File: src/hw/rtl/i2p_pkg.sv
// shared types, character constants and decode functions of the infix to postfix converter
`timescale 1ns / 1ps
`default_nettype none

package i2p_pkg;

   // operator codes as kept on the operator stack
   typedef enum logic [2:0] {
      OP_OPEN = 3'd0,
      OP_ADD  = 3'd1,
      OP_SUB  = 3'd2,
      OP_MUL  = 3'd3,
      OP_DIV  = 3'd4,
      OP_POW  = 3'd5,
      OP_SIN  = 3'd6,
      OP_COS  = 3'd7
   } op_code_type;

   typedef enum logic [2:0] {
      KIND_ALNUM,
      KIND_OPEN,
      KIND_CLOSE,
      KIND_OPER,
      KIND_SPACE,
      KIND_OTHER
   } kind_type;

   typedef enum logic [3:0] {
      ST_IDLE,
      ST_FUNC,
      ST_CLASS,
      ST_TOKEN,
      ST_POP_CLOSE,
      ST_POP_OPER,
      ST_ENTRY,
      ST_LAST,
      ST_DRAIN,
      ST_FINISH
   } seq_state_type;

   // classified input word
   typedef struct packed {
      logic [7:0]  ch;
      logic        last;
      kind_type    kind;
      op_code_type op;
   } cmd_type;

   // result word
   typedef struct packed {
      logic [7:0] ch;
      logic       char_valid;
      logic       run_last;
      logic       expr_done;
      logic [1:0] err;
   } rsp_type;

   localparam logic [1:0] ERR_NONE      = 2'd0;
   localparam logic [1:0] ERR_UNMATCHED = 2'd1;
   localparam logic [1:0] ERR_STACK     = 2'd2;
   localparam logic [1:0] ERR_TOKEN     = 2'd3;

   localparam logic [7:0] CH_SPACE    = 8'h20;
   localparam logic [7:0] CH_OPEN     = 8'h28;
   localparam logic [7:0] CH_CLOSE    = 8'h29;
   localparam logic [7:0] CH_STAR     = 8'h2A;
   localparam logic [7:0] CH_PLUS     = 8'h2B;
   localparam logic [7:0] CH_MINUS    = 8'h2D;
   localparam logic [7:0] CH_SLASH    = 8'h2F;
   localparam logic [7:0] CH_CARET    = 8'h5E;
   localparam logic [7:0] CH_DIGIT_LO = 8'h30;
   localparam logic [7:0] CH_DIGIT_HI = 8'h39;
   localparam logic [7:0] CH_UPPER_LO = 8'h41;
   localparam logic [7:0] CH_UPPER_HI = 8'h5A;
   localparam logic [7:0] CH_LOWER_LO = 8'h61;
   localparam logic [7:0] CH_LOWER_HI = 8'h7A;
   localparam logic [7:0] CH_S        = 8'h73;
   localparam logic [7:0] CH_I        = 8'h69;
   localparam logic [7:0] CH_N        = 8'h6E;
   localparam logic [7:0] CH_C        = 8'h63;
   localparam logic [7:0] CH_O        = 8'h6F;

   localparam int QUEUE_DEPTH = 4;
   localparam int QPW         = $clog2(QUEUE_DEPTH);
   localparam int QCW         = $clog2(QUEUE_DEPTH + 1);

   function automatic kind_type classify(input logic [7:0] ch);
      kind_type k;
      unique case (ch) inside
         [CH_DIGIT_LO:CH_DIGIT_HI],
         [CH_UPPER_LO:CH_UPPER_HI],
         [CH_LOWER_LO:CH_LOWER_HI]:                  k = KIND_ALNUM;
         CH_OPEN:                                    k = KIND_OPEN;
         CH_CLOSE:                                   k = KIND_CLOSE;
         CH_PLUS, CH_MINUS, CH_STAR, CH_SLASH, CH_CARET: k = KIND_OPER;
         CH_SPACE:                                   k = KIND_SPACE;
         default:                                    k = KIND_OTHER;
      endcase
      return k;
   endfunction

   function automatic op_code_type char_op(input logic [7:0] ch);
      op_code_type op;
      unique case (ch)
         CH_PLUS:  op = OP_ADD;
         CH_MINUS: op = OP_SUB;
         CH_STAR:  op = OP_MUL;
         CH_SLASH: op = OP_DIV;
         CH_CARET: op = OP_POW;
         default:  op = OP_OPEN;
      endcase
      return op;
   endfunction

   function automatic logic [1:0] op_prio(input op_code_type op);
      logic [1:0] p;
      unique case (op) inside
         OP_ADD, OP_SUB:                 p = 2'd1;
         OP_MUL, OP_DIV, OP_SIN, OP_COS: p = 2'd2;
         OP_POW:                         p = 2'd3;
         default:                        p = 2'd0;
      endcase
      return p;
   endfunction

   // position of the trailing space in the text of a stack entry
   function automatic logic [1:0] entry_span(input op_code_type op);
      return (op == OP_SIN || op == OP_COS) ? 2'd3 : 2'd1;
   endfunction

   function automatic logic [7:0] entry_char(input op_code_type op, input logic [1:0] idx);
      logic [7:0] c;
      c = CH_SPACE;
      unique case (op)
         OP_SIN: begin
            case (idx)
               2'd0:    c = CH_S;
               2'd1:    c = CH_I;
               2'd2:    c = CH_N;
               default: c = CH_SPACE;
            endcase
         end
         OP_COS: begin
            case (idx)
               2'd0:    c = CH_C;
               2'd1:    c = CH_O;
               2'd2:    c = CH_S;
               default: c = CH_SPACE;
            endcase
         end
         default: begin
            if (idx == 2'd0) begin
               unique case (op)
                  OP_OPEN: c = CH_OPEN;
                  OP_ADD:  c = CH_PLUS;
                  OP_SUB:  c = CH_MINUS;
                  OP_MUL:  c = CH_STAR;
                  OP_DIV:  c = CH_SLASH;
                  default: c = CH_CARET;
               endcase
            end
         end
      endcase
      return c;
   endfunction

endpackage

`default_nettype wire

File: src/hw/rtl/i2p_front.sv
// front end: input register and character classification
`timescale 1ns / 1ps
`default_nettype none

module i2p_front import i2p_pkg::*; (
   input  logic       clock,
   input  logic       reset,
   input  logic       req_valid,
   output logic       req_ready,
   input  logic [7:0] req_in_char,
   input  logic       req_in_last,
   output logic       cmd_valid,
   input  logic       cmd_ready,
   output cmd_type    cmd
);

   logic    vld_ff;
   logic    vld_in;
   cmd_type cmd_ff;
   cmd_type cmd_in;
   logic    take;

   assign req_ready = !vld_ff || cmd_ready;
   assign take      = req_valid && req_ready;
   assign cmd_valid = vld_ff;
   assign cmd       = cmd_ff;

   always_comb begin
      cmd_in.ch   = req_in_char;
      cmd_in.last = req_in_last;
      cmd_in.kind = classify(req_in_char);
      cmd_in.op   = char_op(req_in_char);
   end

   always_comb begin
      vld_in = vld_ff;
      if (cmd_ready) begin
         vld_in = 1'b0;
      end
      if (take) begin
         vld_in = 1'b1;
      end
   end

   always_ff @(posedge clock) begin
      if (reset) begin
         vld_ff <= 1'b0;
      end else begin
         vld_ff <= vld_in;
      end
   end

   always_ff @(posedge clock) begin
      if (take) begin
         cmd_ff <= cmd_in;
      end
   end

endmodule

`default_nettype wire

File: src/hw/rtl/i2p_queue.sv
// short word queue between the front end and the sequencer
`timescale 1ns / 1ps
`default_nettype none

module i2p_queue import i2p_pkg::*; (
   input  logic    clock,
   input  logic    reset,
   input  logic    in_valid,
   output logic    in_ready,
   input  cmd_type in_cmd,
   output logic    out_valid,
   input  logic    out_pop,
   output cmd_type out_cmd
);

   cmd_type          slot_ff [QUEUE_DEPTH];
   logic [QPW-1:0]   wr_ptr_ff;
   logic [QPW-1:0]   rd_ptr_ff;
   logic [QCW-1:0]   cnt_ff;
   logic             push;
   logic             pop;

   assign in_ready  = cnt_ff != QCW'(QUEUE_DEPTH);
   assign out_valid = cnt_ff != '0;
   assign out_cmd   = slot_ff[rd_ptr_ff];
   assign push      = in_valid && in_ready;
   assign pop       = out_pop && out_valid;

   always_ff @(posedge clock) begin
      if (reset) begin
         wr_ptr_ff <= '0;
         rd_ptr_ff <= '0;
         cnt_ff    <= '0;
      end else begin
         if (push) begin
            wr_ptr_ff <= wr_ptr_ff + QPW'(1);
         end
         if (pop) begin
            rd_ptr_ff <= rd_ptr_ff + QPW'(1);
         end
         if (push && !pop) begin
            cnt_ff <= cnt_ff + QCW'(1);
         end else if (pop && !push) begin
            cnt_ff <= cnt_ff - QCW'(1);
         end
      end
   end

   always_ff @(posedge clock) begin
      if (push) begin
         slot_ff[wr_ptr_ff] <= in_cmd;
      end
   end

endmodule

`default_nettype wire

File: src/hw/rtl/i2p_back.sv
// back end: operator stack, token buffer, emit sequencer and result registers
`timescale 1ns / 1ps
`default_nettype none

module i2p_back import i2p_pkg::*; #(
   parameter int STACK_DEPTH = 8,
   parameter int TOKEN_MAX   = 8
) (
   input  logic    clock,
   input  logic    reset,
   input  logic    q_valid,
   input  cmd_type q_cmd,
   output logic    q_pop,
   output logic    rsp_valid,
   input  logic    rsp_ready,
   output rsp_type rsp_word
);

   localparam int SCW = $clog2(STACK_DEPTH + 1);
   localparam int SIW = $clog2(STACK_DEPTH);
   localparam int TCW = $clog2(TOKEN_MAX + 1);
   localparam int TIW = $clog2(TOKEN_MAX);

   seq_state_type state_ff;
   seq_state_type state_in;
   seq_state_type tok_ret_ff;
   seq_state_type ent_ret_ff;
   cmd_type       cmd_ff;

   op_code_type    op_stack_ff [STACK_DEPTH];
   logic [SCW-1:0] stack_cnt_ff;
   logic [SCW-1:0] paren_cnt_ff;
   logic [7:0]     token_buf_ff [TOKEN_MAX];
   logic [TCW-1:0] token_len_ff;
   logic [TCW-1:0] tok_idx_ff;
   op_code_type    ent_code_ff;
   logic [1:0]     ent_idx_ff;
   logic           discard_ff;
   logic           any_ff;

   rsp_type pend_ff;
   logic    pend_vld_ff;
   rsp_type out_ff;
   logic    out_vld_ff;

   logic           out_free;
   logic           can_emit;
   logic           emit;
   rsp_type        emit_res;
   logic           adv;
   logic           emit_go;
   logic           pend_move;
   logic           mark;
   logic           token_fn;
   op_code_type    fn_code;
   logic           stack_full;
   logic           has_tok;
   logic           tok_full;
   logic [SCW-1:0] stack_cnt_m1;
   logic [SIW-1:0] top_idx;
   logic [SIW-1:0] push_idx;
   logic [TIW-1:0] len_idx;
   logic [TIW-1:0] rd_idx;
   op_code_type    top_code;
   logic           pop_ok;

   assign out_free     = !out_vld_ff || rsp_ready;
   assign can_emit     = !pend_vld_ff || out_free;
   assign adv          = !emit || can_emit;
   assign emit_go      = emit && can_emit;
   assign pend_move    = pend_vld_ff && out_free && (pend_ff.run_last || emit_go);
   assign mark         = (state_ff == ST_FINISH) && any_ff;

   assign stack_cnt_m1 = stack_cnt_ff - SCW'(1);
   assign top_idx      = stack_cnt_m1[SIW-1:0];
   assign push_idx     = stack_cnt_ff[SIW-1:0];
   assign top_code     = op_stack_ff[top_idx];
   assign stack_full   = stack_cnt_ff == SCW'(STACK_DEPTH);
   assign len_idx      = token_len_ff[TIW-1:0];
   assign rd_idx       = tok_idx_ff[TIW-1:0];
   assign has_tok      = token_len_ff != '0;
   assign tok_full     = token_len_ff == TCW'(TOKEN_MAX);
   assign pop_ok       = (stack_cnt_ff != '0) && (op_prio(top_code) >= op_prio(cmd_ff.op));

   // a three letter token spelling sin or cos becomes a function
   assign token_fn = (token_len_ff == TCW'(3)) &&
                     (((token_buf_ff[0] == CH_S) && (token_buf_ff[1] == CH_I) &&
                       (token_buf_ff[2] == CH_N)) ||
                      ((token_buf_ff[0] == CH_C) && (token_buf_ff[1] == CH_O) &&
                       (token_buf_ff[2] == CH_S)));
   assign fn_code  = (token_buf_ff[0] == CH_S) ? OP_SIN : OP_COS;

   assign rsp_valid = out_vld_ff;
   assign rsp_word  = out_ff;

   // next state
   always_comb begin
      state_in = state_ff;
      if (adv) begin
         unique case (state_ff)
            ST_IDLE: begin
               if (q_valid) begin
                  state_in = ST_FUNC;
               end
            end
            ST_FUNC: begin
               state_in = discard_ff ? ST_FINISH : ST_CLASS;
            end
            ST_CLASS: begin
               unique case (cmd_ff.kind)
                  KIND_OPEN, KIND_SPACE: state_in = has_tok ? ST_TOKEN : ST_LAST;
                  KIND_CLOSE: begin
                     if (paren_cnt_ff == '0) begin
                        state_in = ST_FINISH;
                     end else begin
                        state_in = has_tok ? ST_TOKEN : ST_POP_CLOSE;
                     end
                  end
                  KIND_OPER: state_in = has_tok ? ST_TOKEN : ST_POP_OPER;
                  default:   state_in = ST_LAST;
               endcase
            end
            ST_TOKEN: begin
               if (tok_idx_ff == token_len_ff) begin
                  state_in = tok_ret_ff;
               end
            end
            ST_POP_CLOSE: begin
               state_in = (top_code == OP_OPEN) ? ST_LAST : ST_ENTRY;
            end
            ST_POP_OPER: begin
               state_in = pop_ok ? ST_ENTRY : ST_LAST;
            end
            ST_ENTRY: begin
               if (ent_idx_ff == entry_span(ent_code_ff)) begin
                  state_in = ent_ret_ff;
               end
            end
            ST_LAST: begin
               if (!cmd_ff.last) begin
                  state_in = ST_FINISH;
               end else begin
                  state_in = has_tok ? ST_TOKEN : ST_DRAIN;
               end
            end
            ST_DRAIN: begin
               state_in = (stack_cnt_ff != '0) ? ST_ENTRY : ST_FINISH;
            end
            ST_FINISH: begin
               state_in = ST_IDLE;
            end
            default: begin
               state_in = ST_IDLE;
            end
         endcase
      end
   end

   // outputs of the sequencer: queue pop and the word to emit
   always_comb begin
      q_pop    = 1'b0;
      emit     = 1'b0;
      emit_res = '0;
      unique case (state_ff)
         ST_IDLE: begin
            q_pop = q_valid;
         end
         ST_FUNC: begin
            if (discard_ff) begin
               if (cmd_ff.last) begin
                  emit         = 1'b1;
                  emit_res.err = ERR_UNMATCHED;
               end
            end else if (token_fn && stack_full) begin
               emit         = 1'b1;
               emit_res.err = ERR_STACK;
            end
         end
         ST_CLASS: begin
            unique case (cmd_ff.kind)
               KIND_ALNUM: begin
                  if (tok_full) begin
                     emit         = 1'b1;
                     emit_res.err = ERR_TOKEN;
                  end
               end
               KIND_OPEN: begin
                  if (!has_tok && stack_full) begin
                     emit         = 1'b1;
                     emit_res.err = ERR_STACK;
                  end
               end
               KIND_CLOSE: begin
                  if (paren_cnt_ff == '0) begin
                     emit         = 1'b1;
                     emit_res.err = ERR_UNMATCHED;
                  end
               end
               default: begin
               end
            endcase
         end
         ST_TOKEN: begin
            emit                = 1'b1;
            emit_res.char_valid = 1'b1;
            emit_res.ch = (tok_idx_ff == token_len_ff) ? CH_SPACE : token_buf_ff[rd_idx];
         end
         ST_POP_CLOSE: begin
            if (top_code != OP_OPEN) begin
               emit                = 1'b1;
               emit_res.char_valid = 1'b1;
               emit_res.ch         = entry_char(top_code, 2'd0);
            end
         end
         ST_POP_OPER: begin
            if (pop_ok) begin
               emit                = 1'b1;
               emit_res.char_valid = 1'b1;
               emit_res.ch         = entry_char(top_code, 2'd0);
            end else if (stack_full) begin
               emit         = 1'b1;
               emit_res.err = ERR_STACK;
            end
         end
         ST_ENTRY: begin
            emit                = 1'b1;
            emit_res.char_valid = 1'b1;
            emit_res.ch         = entry_char(ent_code_ff, ent_idx_ff);
         end
         ST_DRAIN: begin
            if (stack_cnt_ff != '0) begin
               emit                = 1'b1;
               emit_res.char_valid = 1'b1;
               emit_res.ch         = entry_char(top_code, 2'd0);
            end
         end
         ST_FINISH: begin
            // an expression that yields nothing still closes with a status word
            if (cmd_ff.last && !any_ff) begin
               emit               = 1'b1;
               emit_res.err       = ERR_NONE;
               emit_res.run_last  = 1'b1;
               emit_res.expr_done = 1'b1;
            end
         end
         default: begin
         end
      endcase
   end

   // control registers
   always_ff @(posedge clock) begin
      if (reset) begin
         state_ff     <= ST_IDLE;
         tok_ret_ff   <= ST_IDLE;
         ent_ret_ff   <= ST_IDLE;
         stack_cnt_ff <= '0;
         paren_cnt_ff <= '0;
         token_len_ff <= '0;
         tok_idx_ff   <= '0;
         discard_ff   <= 1'b0;
         any_ff       <= 1'b0;
         pend_vld_ff  <= 1'b0;
         out_vld_ff   <= 1'b0;
      end else begin
         state_ff <= state_in;

         if (adv && state_in == ST_TOKEN && state_ff != ST_TOKEN) begin
            tok_ret_ff <= state_ff;
         end
         if (adv && state_in == ST_ENTRY && state_ff != ST_ENTRY) begin
            ent_ret_ff <= state_ff;
         end

         if (q_pop) begin
            any_ff <= 1'b0;
         end else if (emit_go) begin
            any_ff <= 1'b1;
         end

         if (pend_move) begin
            out_vld_ff <= 1'b1;
         end else if (rsp_ready) begin
            out_vld_ff <= 1'b0;
         end

         if (emit_go) begin
            pend_vld_ff <= 1'b1;
         end else if (pend_move) begin
            pend_vld_ff <= 1'b0;
         end

         if (adv) begin
            unique case (state_ff)
               ST_FUNC: begin
                  if (!discard_ff && token_fn) begin
                     if (!stack_full) begin
                        stack_cnt_ff <= stack_cnt_ff + SCW'(1);
                     end
                     token_len_ff <= '0;
                  end
               end
               ST_CLASS: begin
                  unique case (cmd_ff.kind)
                     KIND_ALNUM: begin
                        if (!tok_full) begin
                           token_len_ff <= token_len_ff + TCW'(1);
                        end
                     end
                     KIND_OPEN: begin
                        if (!has_tok && !stack_full) begin
                           stack_cnt_ff <= stack_cnt_ff + SCW'(1);
                           paren_cnt_ff <= paren_cnt_ff + SCW'(1);
                        end
                     end
                     KIND_CLOSE: begin
                        if (paren_cnt_ff == '0) begin
                           stack_cnt_ff <= '0;
                           paren_cnt_ff <= '0;
                           token_len_ff <= '0;
                           discard_ff   <= !cmd_ff.last;
                        end
                     end
                     default: begin
                     end
                  endcase
               end
               ST_TOKEN: begin
                  if (tok_idx_ff == token_len_ff) begin
                     tok_idx_ff   <= '0;
                     token_len_ff <= '0;
                  end else begin
                     tok_idx_ff <= tok_idx_ff + TCW'(1);
                  end
               end
               ST_POP_CLOSE: begin
                  stack_cnt_ff <= stack_cnt_m1;
                  if (top_code == OP_OPEN) begin
                     paren_cnt_ff <= paren_cnt_ff - SCW'(1);
                  end
               end
               ST_POP_OPER: begin
                  if (pop_ok) begin
                     stack_cnt_ff <= stack_cnt_m1;
                  end else if (!stack_full) begin
                     stack_cnt_ff <= stack_cnt_ff + SCW'(1);
                  end
               end
               ST_DRAIN: begin
                  if (stack_cnt_ff != '0) begin
                     stack_cnt_ff <= stack_cnt_m1;
                     if (top_code == OP_OPEN) begin
                        paren_cnt_ff <= paren_cnt_ff - SCW'(1);
                     end
                  end
               end
               ST_FINISH: begin
                  if (cmd_ff.last) begin
                     stack_cnt_ff <= '0;
                     paren_cnt_ff <= '0;
                     token_len_ff <= '0;
                     discard_ff   <= 1'b0;
                  end
               end
               default: begin
               end
            endcase
         end
      end
   end

   // payload registers
   always_ff @(posedge clock) begin
      if (q_pop) begin
         cmd_ff <= q_cmd;
      end

      if (pend_move) begin
         out_ff <= pend_ff;
      end

      if (emit_go) begin
         pend_ff <= emit_res;
      end else if (mark) begin
         pend_ff.run_last  <= 1'b1;
         pend_ff.expr_done <= cmd_ff.last;
      end

      if (adv) begin
         case (state_ff)
            ST_FUNC: begin
               if (!discard_ff && token_fn && !stack_full) begin
                  op_stack_ff[push_idx] <= fn_code;
               end
            end
            ST_CLASS: begin
               if (cmd_ff.kind == KIND_ALNUM && !tok_full) begin
                  token_buf_ff[len_idx] <= cmd_ff.ch;
               end
               if (cmd_ff.kind == KIND_OPEN && !has_tok && !stack_full) begin
                  op_stack_ff[push_idx] <= OP_OPEN;
               end
            end
            ST_POP_CLOSE, ST_DRAIN: begin
               ent_code_ff <= top_code;
               ent_idx_ff  <= 2'd1;
            end
            ST_POP_OPER: begin
               ent_code_ff <= top_code;
               ent_idx_ff  <= 2'd1;
               if (!pop_ok && !stack_full) begin
                  op_stack_ff[push_idx] <= cmd_ff.op;
               end
            end
            ST_ENTRY: begin
               ent_idx_ff <= ent_idx_ff + 2'd1;
            end
            default: begin
            end
         endcase
      end
   end

endmodule

`default_nettype wire

File: src/hw/rtl/infix_to_postfix_converter.sv
// infix to postfix converter: front end, word queue and stack sequencer
// a word passes the front register, the queue, the sequencer and the result registers
// the single sequencer takes one input word at a time and pops the next only from idle;
// it stalls while the pending and output result registers cannot take a word
// a 4-word queue lets the input side run ahead while the sequencer emits
// synchronous reset empties the stack, token, queue and result registers; no clearing pass
`timescale 1ns / 1ps
`default_nettype none

module infix_to_postfix_converter import i2p_pkg::*; #(
   parameter int STACK_DEPTH = 8,
   parameter int TOKEN_MAX   = 8
) (
   input  logic       clock,
   input  logic       reset,
   input  logic       req_valid,
   output logic       req_ready,
   input  logic [7:0] req_in_char,
   input  logic       req_in_last,
   output logic       rsp_valid,
   input  logic       rsp_ready,
   output logic [7:0] rsp_out_char,
   output logic       rsp_char_valid,
   output logic       rsp_run_last,
   output logic       rsp_expr_done,
   output logic [1:0] rsp_error_code
);

   logic    front_valid;
   logic    front_ready;
   cmd_type front_cmd;
   logic    q_valid;
   logic    q_pop;
   cmd_type q_cmd;
   rsp_type rsp_word;

   i2p_front u_front (
      .clock       (clock),
      .reset       (reset),
      .req_valid   (req_valid),
      .req_ready   (req_ready),
      .req_in_char (req_in_char),
      .req_in_last (req_in_last),
      .cmd_valid   (front_valid),
      .cmd_ready   (front_ready),
      .cmd         (front_cmd)
   );

   i2p_queue u_queue (
      .clock     (clock),
      .reset     (reset),
      .in_valid  (front_valid),
      .in_ready  (front_ready),
      .in_cmd    (front_cmd),
      .out_valid (q_valid),
      .out_pop   (q_pop),
      .out_cmd   (q_cmd)
   );

   i2p_back #(
      .STACK_DEPTH (STACK_DEPTH),
      .TOKEN_MAX   (TOKEN_MAX)
   ) u_back (
      .clock     (clock),
      .reset     (reset),
      .q_valid   (q_valid),
      .q_cmd     (q_cmd),
      .q_pop     (q_pop),
      .rsp_valid (rsp_valid),
      .rsp_ready (rsp_ready),
      .rsp_word  (rsp_word)
   );

   assign rsp_out_char   = rsp_word.ch;
   assign rsp_char_valid = rsp_word.char_valid;
   assign rsp_run_last   = rsp_word.run_last;
   assign rsp_expr_done  = rsp_word.expr_done;
   assign rsp_error_code = rsp_word.err;

   // end of expression is always the last word of its input word
   a_done_is_run_last: assert property (@(posedge clock) disable iff (reset)
      rsp_valid && rsp_expr_done |-> rsp_run_last)
      else $error("expr_done without run_last");

   // status words carry no character
   a_marker_no_char: assert property (@(posedge clock) disable iff (reset)
      rsp_valid && !rsp_char_valid |-> rsp_out_char == 8'h00)
      else $error("status word with a character");

   // character words carry no error
   a_char_no_error: assert property (@(posedge clock) disable iff (reset)
      rsp_valid && rsp_char_valid |-> rsp_error_code == ERR_NONE)
      else $error("character word with an error code");

   // a character word that closes an expression is always a space
   a_done_space: assert property (@(posedge clock) disable iff (reset)
      rsp_valid && rsp_expr_done && rsp_char_valid |-> rsp_out_char == CH_SPACE)
      else $error("expression closed on a non-space character");

endmodule

`default_nettype wire

File: config.mk
export PLATFORM = sky130hd
export DESIGN_NAME = infix_to_postfix_converter
export DESIGN_NICKNAME = d
export VERILOG_FILES = /design/src/hw/rtl/i2p_pkg.sv /design/src/hw/rtl/i2p_front.sv /design/src/hw/rtl/i2p_queue.sv /design/src/hw/rtl/i2p_back.sv /design/src/hw/rtl/infix_to_postfix_converter.sv
export SDC_FILE = /design/constraint.sdc
export NUM_CORES = 1
export LEC_CHECK = 0
export BUFFER_PORTS_ARGS = -buffer_cell sky130_fd_sc_hd__buf_4
export CORE_MARGIN = 5
export CORE_UTILIZATION = 40
export CTS_CLUSTER_SIZE = 12
export DETAILED_ROUTE_END_ITERATION = 6
export GPL_ROUTABILITY_DRIVEN = 1
export GPL_TIMING_DRIVEN = 0
export HOLD_SLACK_MARGIN = 0.12
export PLACE_DENSITY = 0.62
export SETUP_SLACK_MARGIN = 0.5
export SYNTH_ARGS = -nofsm -noshare
export SYNTH_HDL_FRONTEND = slang
export SYNTH_SLANG_ARGS = --single-unit
File: constraint.sdc
create_clock -name clock -period 7.1 [get_ports clock]
set_input_delay 1.42 -clock clock [delete_from_list [all_inputs] [get_ports clock]]
set_output_delay 1.42 -clock clock [all_outputs]
set_load 0.01 [all_outputs]
## Word-level counts from Yosys, hierarchy flattened

Memories as Yosys holds them, arrays and structs flattened. A register that Yosys moved wholly into a read port is not among the register bits.
Cells that the tools add are included.

| operators by class | value |
|---|---|
| add/sub/neg operators | 11 |
| multipliers | 0 |
| divide/modulo/power cells | 0 |
| $lt $le $gt $ge | 7 |
| eq/ne operators | 70 |
| shifts and indexed selects | 0 |
| mux-type cells | 117 |
| bitwise operators | 2 |
| reduce and logical (&&, ||, !) cells | 89 |

Operators with widths:

| cell | count |
|---|---|
| two-way mux 4 bit | 24 |
| one-hot mux 7 bit (5 select lines) | 2 |
| equality test 8 x 6 -> 1 bit, second input constant | 7 |
| equality test 8 x 7 -> 1 bit, second input constant | 7 |
| one-hot mux 9 bit (5 select lines) | 1 |
| two-way mux 1 bit | 44 |
| one-hot mux 7 bit (3 select lines) | 2 |
| equality test 3 bit, second input constant | 12 |
| one-hot mux 4 bit (9 select lines) | 1 |
| logical AND 1 bit | 32 |
| one-hot mux 4 bit (4 select lines) | 2 |
| one-hot mux 8 bit (2 select lines) | 2 |
| one-hot mux 3 bit (5 select lines) | 2 |
| two-way mux 3 bit | 9 |
| two-way mux 9 bit | 3 |
| equality test 3 x 2 -> 1 bit, second input constant | 8 |
| one-hot mux 4 bit (2 select lines) | 3 |
| one-hot mux 4 bit (6 select lines) | 1 |
| equality test 4 x 3 -> 1 bit, second input constant | 5 |
| two-way mux 2 bit | 10 |
| one-hot mux 2 bit (3 select lines) | 3 |
| adder 4 x 1 -> 4 bit, second input constant | 4 |
| equality test 4 x 2 -> 1 bit, second input constant | 4 |
| equality test 4 bit, second input constant | 4 |
| other kinds (46) | 104 |

| word-level totals | value |
|---|---|
| flip-flop bits (word level) | 86 |
| bits in latches | 0 |
| memory bits (writable) | 148 |
| memory bits (read-only) | 0 |
| output and inout bits | 15 |
| logic and storage cells | 330 |
| memories | 3 |

Memory list:

| memory | words | bits a word | read ports | clocked after memory_dff | wr ports | RTL line | text |
|---|---|---|---|---|---|---|---|
| u_back.token_buf_ff | 8 | 8 | 4 | 1 | 1 | i2p_back.sv:33 | `logic [7:0] token_buf_ff [TOKEN_MAX];` |
| u_queue.slot_ff | 4 | 15 | 1 | 1 | 1 | i2p_queue.sv:16 | `cmd_type slot_ff [QUEUE_DEPTH];` |
| u_back.op_stack_ff | 8 | 3 | 1 | 0 | 1 | i2p_back.sv:30 | `op_code_type op_stack_ff [STACK_DEPTH];` |

## Logic depth before layout (Yosys ltp)

Gate-level depths: netlist of the first run.
An unclocked memory read counts as a cell.

| logic depth | value |
|---|---|
| depth in word-level cells | 16 |
| depth in mapped cells | 19 |
| mapped depth without buffers | 16 |

## Hierarchy

A second synthesis of the first run with hierarchy kept.

| second synthesis, totals | value |
|---|---|
| cell total of the unflattened synthesis | 859 |
| area total of the unflattened synthesis | 11637.4 sq um |

By module, submodules not included:

| module | instances | cells an instance | area each (sq um) |
|---|---|---|---|
| i2p_back | 1 | 680 | 8246.7 |
| i2p_queue | 1 | 126 | 2675.1 |
| i2p_front | 1 | 53 | 715.7 |

## Worst setup path after synthesis of the first run

No wires, ideal clock.

| path | value |
|---|---|
| path type | reg-to-reg |
| start | register u_back.stack_cnt_ff[0] |
| end | register with a tool-made name |
| library setup time | 0.078 ns |
| arrival time | 3.998 ns |
| setup slack | 3.024 ns |
| stages on the path, launching flop included | 19 |
| path buffers | 2 |
| path through | dfxtp_1 -> inv_2 -> ha_1 -> buf_4 -> buf_6 -> mux2i_1 -> mux4_2 -> inv_1 -> nor2_1 -> a21oi_1 -> ha_1 -> nand2b_1 -> a21oi_1 -> a21oi_1 -> o21ai_0 -> nand3_4 -> and2_4 -> or4b_1 -> a21oi_1 |

RTL lines:

| element | RTL line | text |
|---|---|---|
| start, declared | i2p_back.sv:31 | `logic [SCW-1:0] stack_cnt_ff;` |
| start signal, assigned | i2p_back.sv:298 | `stack_cnt_ff <= stack_cnt_ff + SCW'(1);` |
| start signal, assigned | i2p_back.sv:312 | `stack_cnt_ff <= stack_cnt_ff + SCW'(1);` |
| start signal, assigned | i2p_back.sv:337 | `stack_cnt_ff <= stack_cnt_m1;` |

## Worst setup path after layout of the first run

| path | value |
|---|---|
| start | register u_back.stack_cnt_ff[1] |
| end | register u_back.ent_code_ff[0] (enable) |

| between the ends | value |
|---|---|
| longest elaborated chain between the ends | 12 |
| elaborated cells on any way between the ends | 31 |

Ends and longest elaborated chain:

| element | RTL line | text |
|---|---|---|
| subtractor 4 x 1 -> 4 bit * | i2p_back.sv:74 | `assign stack_cnt_m1 = stack_cnt_ff - SCW'(1);` |
| memory read (8 x 3 bit) * | -- |  |
| net u_back.top_code[2] | i2p_back.sv:64 | `op_code_type top_code;` |
| equality test 3 bit, or another cell as far along | i2p_back.sv:83 | `assign pop_ok = (stack_cnt_ff != '0) && (op_prio(top_code) >= op_prio(cmd_ff.op));` |
| OR reduction 4 bit or OR reduction 2 bit (tied branches) | i2p_pkg.sv:117 | `unique case (op) inside` |
| one-hot mux 2 bit (3 select lines) | i2p_pkg.sv:117 |  |
| greater-or-equal comparator 2 bit | i2p_back.sv:83 |  |
| logical AND 1 bit | i2p_back.sv:83 |  |
| two-way mux 1 bit | i2p_back.sv:216 | `if (pop_ok) begin` |
| one-hot mux 1 bit (7 select lines) * | i2p_back.sv:164 | `unique case (state_ff)` |
| logical NOT 1 bit * | i2p_back.sv:69 | `assign adv = !emit \|\| can_emit;` |
| logical OR 1 bit * | i2p_back.sv:69 |  |
| AND reduction 2 bit (no source line) * | -- |  |
| end signal, assigned | i2p_back.sv:405 | `ent_code_ff <= top_code;` |
| end signal, assigned | i2p_back.sv:409 | `ent_code_ff <= top_code;` |
| end, declared | i2p_back.sv:36 | `op_code_type ent_code_ff;` |

Mark *: on every way through the listed nets, which the timed path passes. The rest lies on a longest branch.
A chain may end at the register's enable or synchronous reset.

==> results.md, run 1 <==
- H-tree levels: 1
- Post-CTS Setup Inserts: 0
- Unrepaired setup endpoints after global routing: no
- Multi-input logic area: 3923 um^2
- Setup Skew: 0.01698 ns
- Period utilization: 0.7063
- PostCTS Resize Cnt: 0
- CP Data Required Time: 7.29 ns
- Unique masters post-synth: 87
- Fin. Hold Viols: 0
- Pin count of the biggest net entering global routing: 16
- Comb power frac: 0.278
- Power Internal: 3167 uW
- Final core occ: 0.4621
- Port bufs: 27
- Synthesis-stage register bit count: 252
- CTS tree: done
- DRC viols: 0
- Placed cell count: 1237
- Area growth from synthesis to layout: 13.75%
- TritonCTS Sinks: 252
- Die width: 178.2 um
- Root Buffer: clkbuf_16
- Hold crit path type: register to register
- Fmax: 0.1994 GHz
- Post-route ant nets: 0
- CP Class: register to register
- Number of CTS-inserted buffers: 27
- Post-synthesis sequential area ratio: 0.6307
- Yosys Warn Count: 0
- Drt wl/cell: 18.11 um
- Post-synth ARST share: 0
- Drt total wl: 23.29 mm
- CP peak stage delay: 0.61 ns
- Reg clk slew, reported paths: 0.06 ns
- HPWL after DPL: 16.61 mm
- Initial antenna violation count: 0
- Rows: 61
- Worst EP arrival: 5.21 ns
- Minimum clock period: 5.015 ns
- Worst-path maximum fanout: 10
- Total gr overflow: 0
- Initial core utilization: 0.4062
- Crit-path slowest cell: mux4_2
- Die H: 178.2 um
- Critical-path cell list: inv_1 > ha_1 > buf_4 > buf_6 > mux2i_1 > mux4_2 > inv_1 > nor2_1 > a21oi_1 > ha_1 > nand2b_1 > a21oi_1 > a21oi_1 > o21ai_0 > nand3_4 > and2_4 > buf_4 > nor2_1
- Share of cells above drive strength 1: 0.1487
- Setup violations, final: 0
- Ant. Diodes: 0
- Psw: 1480 uW
- Synthesized area per cell: 13.63 um^2
- Critical Path Sink Type: register
- Max-slew violations: 0
- Post-synth EDFFs: 209
- First drt pass iteration count: 5
- First-pass GRT wire length: 37.55 mm
- Core Region: 27860 um^2
- Post-Layout Cell Count: 1286
- Synth Cell Area: 11320 um^2
- Pwr per Cell Area: 361.0 nW/um^2
- CP Launch Type: register
- Fill count: 2485
- Total number of vias: 6883
- Clock share of power: 0.286
- GPL Wtd Cong: 0.9059
- Max Root-Sink Buffers: 3
- Peak VDD IR: 0.1861 mV
- I/O pin cnt: 28
- Actual slew at the worst max-slew pin: 1.153 ns
- Hold buffers post-CTS: 0
- Most used DFF post-synth: edfxtp_1
- Drt via density: 5.352
- Sequential cell area: 7137 um^2
- CP most frequent cell: a21oi_1
- Power Total: 4647 uW
- Synth Net Count: 864
- DRT iter0 DRCs: 471
- Leak: 0.004230 uW
- Flop pwr share: 0.436
- Clk_lat worst skew: 0.52 ns
- Die Area: 31750 um^2
- Number of global-route vias before repair: 6765
- All-Layer GR Usage: 0.1494
- Nets: 922
- Setup TNS: 0 ns
- Max-cap violations: 0
- Status: finished clean
- Post-synthesis cell count: 830
- Sw Ratio: 0.3185
- Relative slew slack: 0.2253
final cells by class:
cell class                 instances  share of cell area
buffer                            39             0.01380
clock buffer                      41             0.05813
clock inverter                     8            0.007096
inverter                          25            0.007290
multi-input combinational        514              0.3047
sequential                       252              0.5544
tap                              378             0.03674
timing repair buffer              29             0.01779
final timing paths:
path                          startpoint                     to  slack (ns)  cells after the start
setup / recovery  u_back.stack_cnt_ff[1]  u_back.ent_code_ff[0]        2.09                     18
hold / removal        u_back.pend_ff[10]    u_back.rsp_word[10]        0.42                      0
setup reg to reg  u_back.stack_cnt_ff[1]  u_back.ent_code_ff[0]        2.09                     18
hold reg to reg       u_back.pend_ff[10]    u_back.rsp_word[10]        0.42                      0
stage by stage:
| step | instance area (um^2) | hold slack [ns] | setup WS (ns) |
|---|---|---|---|
| 2_1_floorplan | 11320 | 0.4003 | 3.024 |
| 3_3_place_gp | 11990 | 0.4032 | 2.199 |
| 3_5_place_dp | 12030 | 0.4045 | 2.176 |
| 4_1_cts | 12870 | 0.4176 | 2.140 |
| 5_1_grt | 12870 | 0.4299 | 1.813 |
| 6_report | 12870 | 0.4161 | 2.085 |
cell usage after synthesis, types with 12 or more instances:
cell | count | share of area
a21oi_1 | 40 | 0.018
clkbuf_1 | 22 | 0.0073
dfxtp_1 | 43 | 0.076
edfxtp_1 | 209 | 0.55
ha_1 | 20 | 0.022
inv_1 | 23 | 0.0076
mux2i_1 | 31 | 0.027
mux4_2 | 34 | 0.068
nand2_1 | 57 | 0.019
nand2b_1 | 22 | 0.012
nor2_1 | 72 | 0.024
nor2b_1 | 12 | 0.0066
nor3_1 | 19 | 0.0084
o21ai_0 | 32 | 0.014
cells in the final DEF, fill, tap and decap left out, types with 5 or more instances in the layout:
master     instances
nor3_1            19
mux2i_1           31
nand3_1           11
o21ai_0           32
o31ai_1            5
nand2_1           57
dfxtp_1           43
clkbuf_1          34
a21oi_1           40
a21o_1            11
inv_1             23
a211oi_1           6
a31oi_1            5
buf_2              6
xor2_1             7
nor2_1            72
buf_1              5
o221ai_1           5
nor2b_1           12
buf_4             31
ha_1              20
nor4bb_1           5
nand4_1           11
mux4_2            34
edfxtp_1         209
and2_1             9
xnor2_1            6
nor3b_1            5
clkbuf_16         27
nand2b_1          22
power groups by stage:
stage	clock network, uW	logic, uW	registers (uW)
floorplan	0	944	2010
global placement	0	1250	2050
detailed placement	0	1290	2060
CTS	1360	1290	2030
global route	1430	1430	2050
finish	1330	1290	2020
registers in the layout, indices dropped and copies added, names as in the netlist, named ones only:
signal	flops
u_back.tok_idx_ff	4
u_back.op_stack_ff	24
u_queue.wr_ptr_ff	2
u_back.tok_ret_ff	4
u_back.pend_ff	13
u_back.paren_cnt_ff	4
u_back.rsp_valid	1
u_back.discard_ff	1
u_back.stack_cnt_ff	4
u_front.cmd	15
u_back.state_ff	4
u_back.pend_vld_ff	1
u_queue.rd_ptr_ff	2
u_back.rsp_word	13
u_back.ent_code_ff	3
u_back.ent_ret_ff	4
u_front.cmd_valid	1
u_back.ent_idx_ff	2
u_back.any_ff	1
u_back.token_buf_ff	64
u_back.cmd_ff	15
u_queue.cnt_ff	3
u_back.token_len_ff	4
u_queue.slot_ff	60
critical path: cells and delay by family, from the launching register on:
kind / cells / cell delay (ns)
compound gates: 4 / 1.17
fa+ha+maj: 2 / 0.58
buf+inv: 5 / 0.77
flops: 1 / 0.44
mux: 2 / 0.77
simple gates: 5 / 0.94
metal layers:
metal | GRT usage | wire, um
met1 | 0.2147 | 10580
met5 | 0 | 0
met3 | 0.02395 | 1334
met2 | 0.2407 | 10950
met4 | 0.03454 | 429
logic make-up after synthesis:
family / after synthesis / synth area share
compound gates: 148 / 0.08746
xor+xnor: 13 / 0.01006
fa+ha+maj: 21 / 0.02388
buf+inv: 64 / 0.02399
flops: 252 / 0.6307
mux: 65 / 0.09509
simple gates: 267 / 0.1288
Power figures use the tool's default switching activity.
==> run 2, diff against run 1 <==
--- a/config.mk
+++ b/config.mk
@@ -13,7 +13,7 @@
 export GPL_ROUTABILITY_DRIVEN = 1
 export GPL_TIMING_DRIVEN = 0
 export HOLD_SLACK_MARGIN = 0.12
-export PLACE_DENSITY = 0.62
+export PLACE_DENSITY = 0.64
 export SETUP_SLACK_MARGIN = 0.5
 export SYNTH_ARGS = -nofsm -noshare
 export SYNTH_HDL_FRONTEND = slang
==> constraint.sdc (replaced) <==
create_clock -name clock -period 4.4 [get_ports clock]
set_input_delay 0.88 -clock clock [delete_from_list [all_inputs] [get_ports clock]]
set_output_delay 0.88 -clock clock [all_outputs]
set_load 0.01 [all_outputs]
==> run 2 against run 1 <==
The run now ends with DRC left. Worst hold slack gained 0.0033 ns. Highest routed layer unchanged. Utilization grew 2.7 points. Sequential cell count is the same. Setup slack lost 1.7 ns. Power grew 86%. Via count grew 4.3%. Fmax grew 26%. Largest cell class unchanged. Non-clock buffer count grew 44. Sequential share of layout area shrank 3.0 points. First-iteration DRC count grew 20%.
==> results.md, run 2 (synthesis results as in run 1) <==
- GR met1 Demand/Resource: 0.2151
- DRC viols: 5
- DP Worst Slack: -0.3069 ns
- Sw Ratio: 0.3242
- Comb power frac: 0.354
- Peak VDD IR: 0.3292 mV
- Hold depth: 0
- PnR worst setup slack: 0.4230 ns
- Core Region: 27860 um^2
- Share of cells above drive strength 1: 0.2382
- Pwr per Cell Area: 633.6 nW/um^2
- Multi-input logic area: 4154 um^2
- Failing checks: DRC
- Nets: 967
- CP Launch Type: register
- Actual slew at the worst max-slew pin: 1.104 ns
- Fin. Hold Viols: 0
- Number of flip-flops in the largest register: 64
- Critical Path Sink Type: register
- Commonest non-fill, non-tap cell in the layout: edfxtp_1
- Max-cap violations: 0
- Total gr overflow: 0
- WHS: 0.4194 ns
- Post-route ant nets: 0
- CP Class: register to register
- Post-DP Area: 12040 um^2
- First drt pass iteration count: 7
- Max-slew violations: 0
- Die width: 178.2 um
- Number of CTS-inserted buffers: 28
- Port bufs: 27
- Drt total wl: 24.36 mm
- CP Data Required Time: 4.88 ns
- Power Internal: 5831 uW
- Drt via density: 5.394
- Hold buffers post-CTS: 0
- Number of global-route vias before repair: 6943
- Worst-path maximum fanout: 6
- Worst EP arrival: 4.45 ns
- Initial core utilization: 0.4062
- Worst Reg2Reg Path Length in Cells: 19
- All-Layer GR Usage: 0.1531
- Minimum clock period: 3.977 ns
- GRT met3 Usage: 0.02353
- Post-route cell area: 13620 um^2
- Total number of vias: 7179
- HPWL after DPL: 16.51 mm
- GRT busiest layer: met2
- Fill count: 2408
- Leak: 0.004561 uW
- H-tree levels: 1
- Max Root-Sink Buffers: 3
- Rows: 61
- Setup violations, final: 0
- Pin count of the biggest net entering global routing: 16
- Area growth from synthesis to layout: 20.33%
- Reg clk slew, reported paths: 0.06 ns
- Setup Skew: 0.01229 ns
- Min-Delay Startpoint: u_back.pend_ff[5]
- Flop2flop setup slack: 0.42 ns
- Flop pwr share: 0.379
- Top flop regs: u_back.token_buf_ff x64, u_queue.slot_ff x60, u_back.op_stack_ff x24
- Psw: 2797 uW
- Most flop-heavy register: u_back.token_buf_ff
- Worst Hold End: u_back.rsp_word[5]
- Worst reg2reg startpoint: u_back.stack_cnt_ff[0]
- Status: finished with violations
- Routing usage on met2: 0.2443
- I/O pin cnt: 28
- Drt wl/cell: 18.31 um
- Clock share of power: 0.267
- Most frequent cells in the layout: edfxtp_1 (209), buf_4 (66), nor2_1 (62)
- First-pass GRT wire length: 38.47 mm
- GPL Wtd Cong: 0.9492
- Unrepaired setup endpoints after global routing: yes
- Ant. Diodes: 0
- Relative slew slack: 0.2585
- Sequential cell area: 7144 um^2
- Root Buffer: clkbuf_16
- Period utilization: 0.9039
- Clk_lat worst skew: 0.55 ns
- CTS tree: done
- Die Area: 31750 um^2
- Power Total: 8628 uW
- Fmax: 0.2514 GHz
- Die H: 178.2 um
- Initial antenna violation count: 0
- TritonCTS Sinks: 252
- DRT iter0 DRCs: 567
- Hold crit path type: register to register
## run 2: metal layers
metal | up-vias | part of all wire | wire [um]
met2 | 191 | 0.47 | 11330
met4 | 0 | 0.025 | 618
met5 | - | 0 | 0
met3 | 47 | 0.047 | 1154
li1 | 3389 | - | -
met1 | 3552 | 0.46 | 11260
## run 2: worst max-delay path by stage
stage	from	end	slack [ns]
3_5_place_dp	u_back.stack_cnt_ff[0]	u_back.stack_cnt_ff[1]	-0.31
5_1_grt	u_back.stack_cnt_ff[1]	u_back.pend_ff[5]	0.36
2_1_floorplan	u_back.stack_cnt_ff[0]	register	0.53
6_report	u_back.stack_cnt_ff[0]	register	0.42
4_1_cts	u_back.stack_cnt_ff[1]	u_back.tok_ret_ff[0]	0.46
3_3_place_gp	u_back.stack_cnt_ff[1]	u_back.stack_cnt_ff[1]	-0.27
## run 2: power by group through the flow
stage / Clock [uW] / Combinational [uW] / Sequential (uW)
after CTS: 2350 / 2770 / 3270
after floorplan: 0 / 1540 / 3240
after global routing: 2460 / 3240 / 3310
final: 2300 / 3050 / 3270
after global placement: 0 / 2050 / 3310
after detailed placement: 0 / 2100 / 3310
## run 2: stage by stage
stage	util	cells	TNS, ns
2_1_floorplan	-	830	0
3_3_place_gp	0.4307	1235	-7.604
3_5_place_dp	0.4322	1237	-10.71
4_1_cts	0.4817	1321	0
5_1_grt	0.4888	1331	0
6_report	0.4888	1331	0
## run 2: layout make-up
| cell class | count | area share |
|---|---|---|
| flip-flops and latches | 252 | 0.5247 |
| repair buffers | 73 | 0.04521 |
| clock inverters | 12 | 0.01185 |
| plain buffers | 39 | 0.01452 |
| clock buffers | 38 | 0.05568 |
| well taps | 378 | 0.03473 |
| inverters | 25 | 0.008270 |
| multi-input cells | 514 | 0.3051 |
## run 2: timing repair
item / 4_1_cts / 5_1_grt
resized for setup: 47 / 31
gates cloned: 1 / 0
hold endpoints to repair: 0 / 0
buffers inserted: 33 / 10
endpoints found under the setup margin: 125 / 90
pin swaps: 11 / 11
## run 2: critical path, stage by stage, from the launching register on
cell	delay [ns]
dfxtp_4	0.37
inv_8	0.03
ha_4	0.23
buf_8	0.13
buf_12	0.13
mux2i_2	0.15
mux4_2	0.55
inv_2	0.11
buf_4	0.12
nor2_4	0.04
a21oi_4	0.20
ha_4	0.23
nand2b_4	0.14
a21oi_4	0.17
a21oi_2	0.08
o21ai_2	0.19
nand3_4	0.14
and2_4	0.21
or4b_4	0.54
a21oi_2	0.14
==> run 3, diff against run 2 <==
--- a/config.mk
+++ b/config.mk
@@ -13,7 +13,7 @@
 export GPL_ROUTABILITY_DRIVEN = 1
 export GPL_TIMING_DRIVEN = 0
 export HOLD_SLACK_MARGIN = 0.12
-export PLACE_DENSITY = 0.64
+export PLACE_DENSITY = 0.66
 export SETUP_SLACK_MARGIN = 0.5
 export SYNTH_ARGS = -nofsm -noshare
 export SYNTH_HDL_FRONTEND = slang
==> run 3 against run 2 <==
The flow now finishes without violations. Setup slack improved by 0.053 ns. Final cell count shrank 1.7%. Combinational power decreased by 12%. Cell area decreased by 2.0%. Sequential share of layout area up 1.1 points. Clock-buffer cell count increased by 4. Clock skew fell by 0.0046 ns. Clock power hardly changed. Power fell by 5.0%. Utilization down 0.99 points. Die area stayed put.
==> results.md, run 3 (synthesis results as in run 1) <==
- Fill count: 2436
- Crit-path slowest cell: mux4_2
- Crit path from: u_back.stack_cnt_ff[1]
- Placed cell count: 1236
- Worst reg2reg startpoint: u_back.stack_cnt_ff[1]
- Setup Skew: 0.007671 ns
- Flop pwr share: 0.398
- Number of global-route vias before repair: 7071
- Setup violations, final: 0
- Worst-path maximum fanout: 8
- Commonest non-fill, non-tap cell in the layout: edfxtp_1
- Sw Ratio: 0.3275
- Nets: 943
- DRT iter0 DRCs: 700
- Peak VDD IR: 0.3337 mV
- PnR worst setup slack: 0.4764 ns
- Pwr per Cell Area: 614.4 nW/um^2
- Max Root-Sink Buffers: 3
- Die Area: 31750 um^2
- Share of cells above drive strength 1: 0.2065
- Worst EP arrival: 4.39 ns
- Max-cap violations: 0
- Port bufs: 27
- Root Buffer: clkbuf_16
- Setup TNS: 0 ns
- Initial core utilization: 0.4062
- Post-route ant nets: 0
- Most flop-heavy register: u_back.token_buf_ff
- Area growth from synthesis to layout: 17.90%
- All-Layer GR Usage: 0.1573
- Number of flip-flops in the largest register: 64
- Number of CTS-inserted buffers: 27
- Max-slew violations: 0
- Unrepaired setup endpoints after global routing: yes
- DRC viols: 0
- Post-Layout Cell Count: 1308
- DP Worst Slack: -0.4186 ns
- Fmax: 0.2549 GHz
- Drt wl/cell: 18.92 um
- CP Class: register to register
- Reg clk slew, reported paths: 0.06 ns
- CP Data Required Time: 4.87 ns
- Min-Delay Startpoint: u_back.pend_ff[11]
- Clk_lat worst skew: 0.54 ns
- Total number of vias: 7046
- Relative slew slack: 0.2249
- HPWL after DPL: 17.08 mm
- Hold crit path type: register to register
- Period utilization: 0.8917
- Critical Path Stages: 19
- CTS tree: done
- Fin. Hold Viols: 0
- Leak: 0.004394 uW
- Hold buffers post-CTS: 0
- Ant. Diodes: 0
- Power Internal: 5512 uW
- Status: finished clean
- CP Launch Type: register
- Die width: 178.2 um
- Comb power frac: 0.325
- Multi-input logic area: 4113 um^2
- Worst Reg2Reg Path Length in Cells: 19
- Drt total wl: 24.75 mm
- Hold depth: 0
- Die H: 178.2 um
- I/O pin cnt: 28
- Total gr overflow: 0
- First-pass GRT wire length: 39.47 mm
- First drt pass iteration count: 5
- Psw: 2685 uW
- TritonCTS Sinks: 252
- Initial antenna violation count: 0
- Critical Path Sink Type: register
- H-tree levels: 1
- WHS: 0.4145 ns
- Minimum clock period: 3.924 ns
- GPL Wtd Cong: 0.9347
- Clock share of power: 0.277
- Drt via density: 5.387
- Crit-path leading delay family: simple AND/OR/NAND/NOR gates
- Most frequent cells in the layout: edfxtp_1 (209), nor2_1 (61), nand2_1 (54)
- Sequential cell area: 7144 um^2
- Critical path buffers and inverters: 5
- Pin count of the biggest net entering global routing: 17
- Critical-path cell list: inv_4 > ha_4 > buf_6 > buf_12 > buf_8 > mux2i_1 > mux4_2 > inv_2 > nor2_2 > a21oi_4 > ha_4 > nand2b_4 > a21oi_4 > a21oi_2 > o21ai_2 > nand3_4 > and2_4 > or4b_4 > a21oi_2
- CP peak stage delay: 0.55 ns
- Core Region: 27860 um^2
- Rows: 61
- Actual slew at the worst max-slew pin: 1.154 ns
- Top flop regs: u_back.token_buf_ff x64, u_queue.slot_ff x60, u_back.op_stack_ff x24
-- run 3: cell count changes in the layout (fill, tap and decap cells not counted), moves of 2 or more --
cell | before | now
mux2i_1 | 28 | 30
a21oi_2 | 5 | 3
mux2i_2 | 3 | 1
clkbuf_1 | 30 | 35
buf_4 | 66 | 46
o21ai_2 | 4 | 2
clkinv_2 | 5 | 1
-- run 3: metal layers --
layer  share of wire  track usage
met1            0.44       0.2156
met2            0.48       0.2581
met3           0.054      0.02925
met4           0.028      0.04477
met5               0            0
-- run 3: cell type report --
type,instances,share of cell area
plain buffers,39,0.01454
clock buffers,42,0.05721
clock inverters,8,0.01013
inverters,25,0.008159
multi-input cells,514,0.3083
flip-flops and latches,252,0.5355
well taps,378,0.03545
repair buffers,50,0.03076
-- run 3: power by group through the flow --
stage               Combinational (uW)  Clock [uW]  Sequential, uW
CTS                               2540        2330            3260
finish                            2670        2270            3260
floorplan                         1540           0            3240
global route                      2870        2440            3300
global placement                  2080           0            3290
detailed placement                2110           0            3310
-- run 3: worst register-to-register path, cell delays in order, from the launching register on --
cell      delay, ns
dfxtp_4        0.36
inv_4          0.04
ha_4           0.23
buf_6          0.12
buf_12         0.13
buf_8          0.13
mux2i_1        0.13
mux4_2         0.55
inv_2          0.10
nor2_2         0.06
a21oi_4        0.18
ha_4           0.22
nand2b_4       0.14
a21oi_4        0.18
a21oi_2        0.08
o21ai_2        0.18
nand3_4        0.15
and2_4         0.21
or4b_4         0.54
a21oi_2        0.14
-- run 3: final timing paths --
path / endpoint / slack [ns]
worst max-delay path: register / 0.48
worst min-delay path: u_back.rsp_word[11] / 0.41
worst max register to register: register / 0.48
worst min register to register: u_back.rsp_word[11] / 0.41
-- run 3: repair_timing --
| item | in CTS | in global routing |
|---|---|---|
| cloned | 0 | 0 |
| pin swaps | 12 | 9 |
| setup endpoints to repair | 125 | 70 |
| setup buffers | 16 | 6 |
| resized for setup | 55 | 12 |
-- run 3: metrics by stage --
stage	utilization	area, um^2	total power, uW
after floorplan	-	11320	4776
after global placement	0.4307	12000	5368
after detailed placement	0.4317	12030	5413
after CTS	0.4747	13230	8131
after global routing	0.4789	13340	8610
final	0.4789	13340	8197
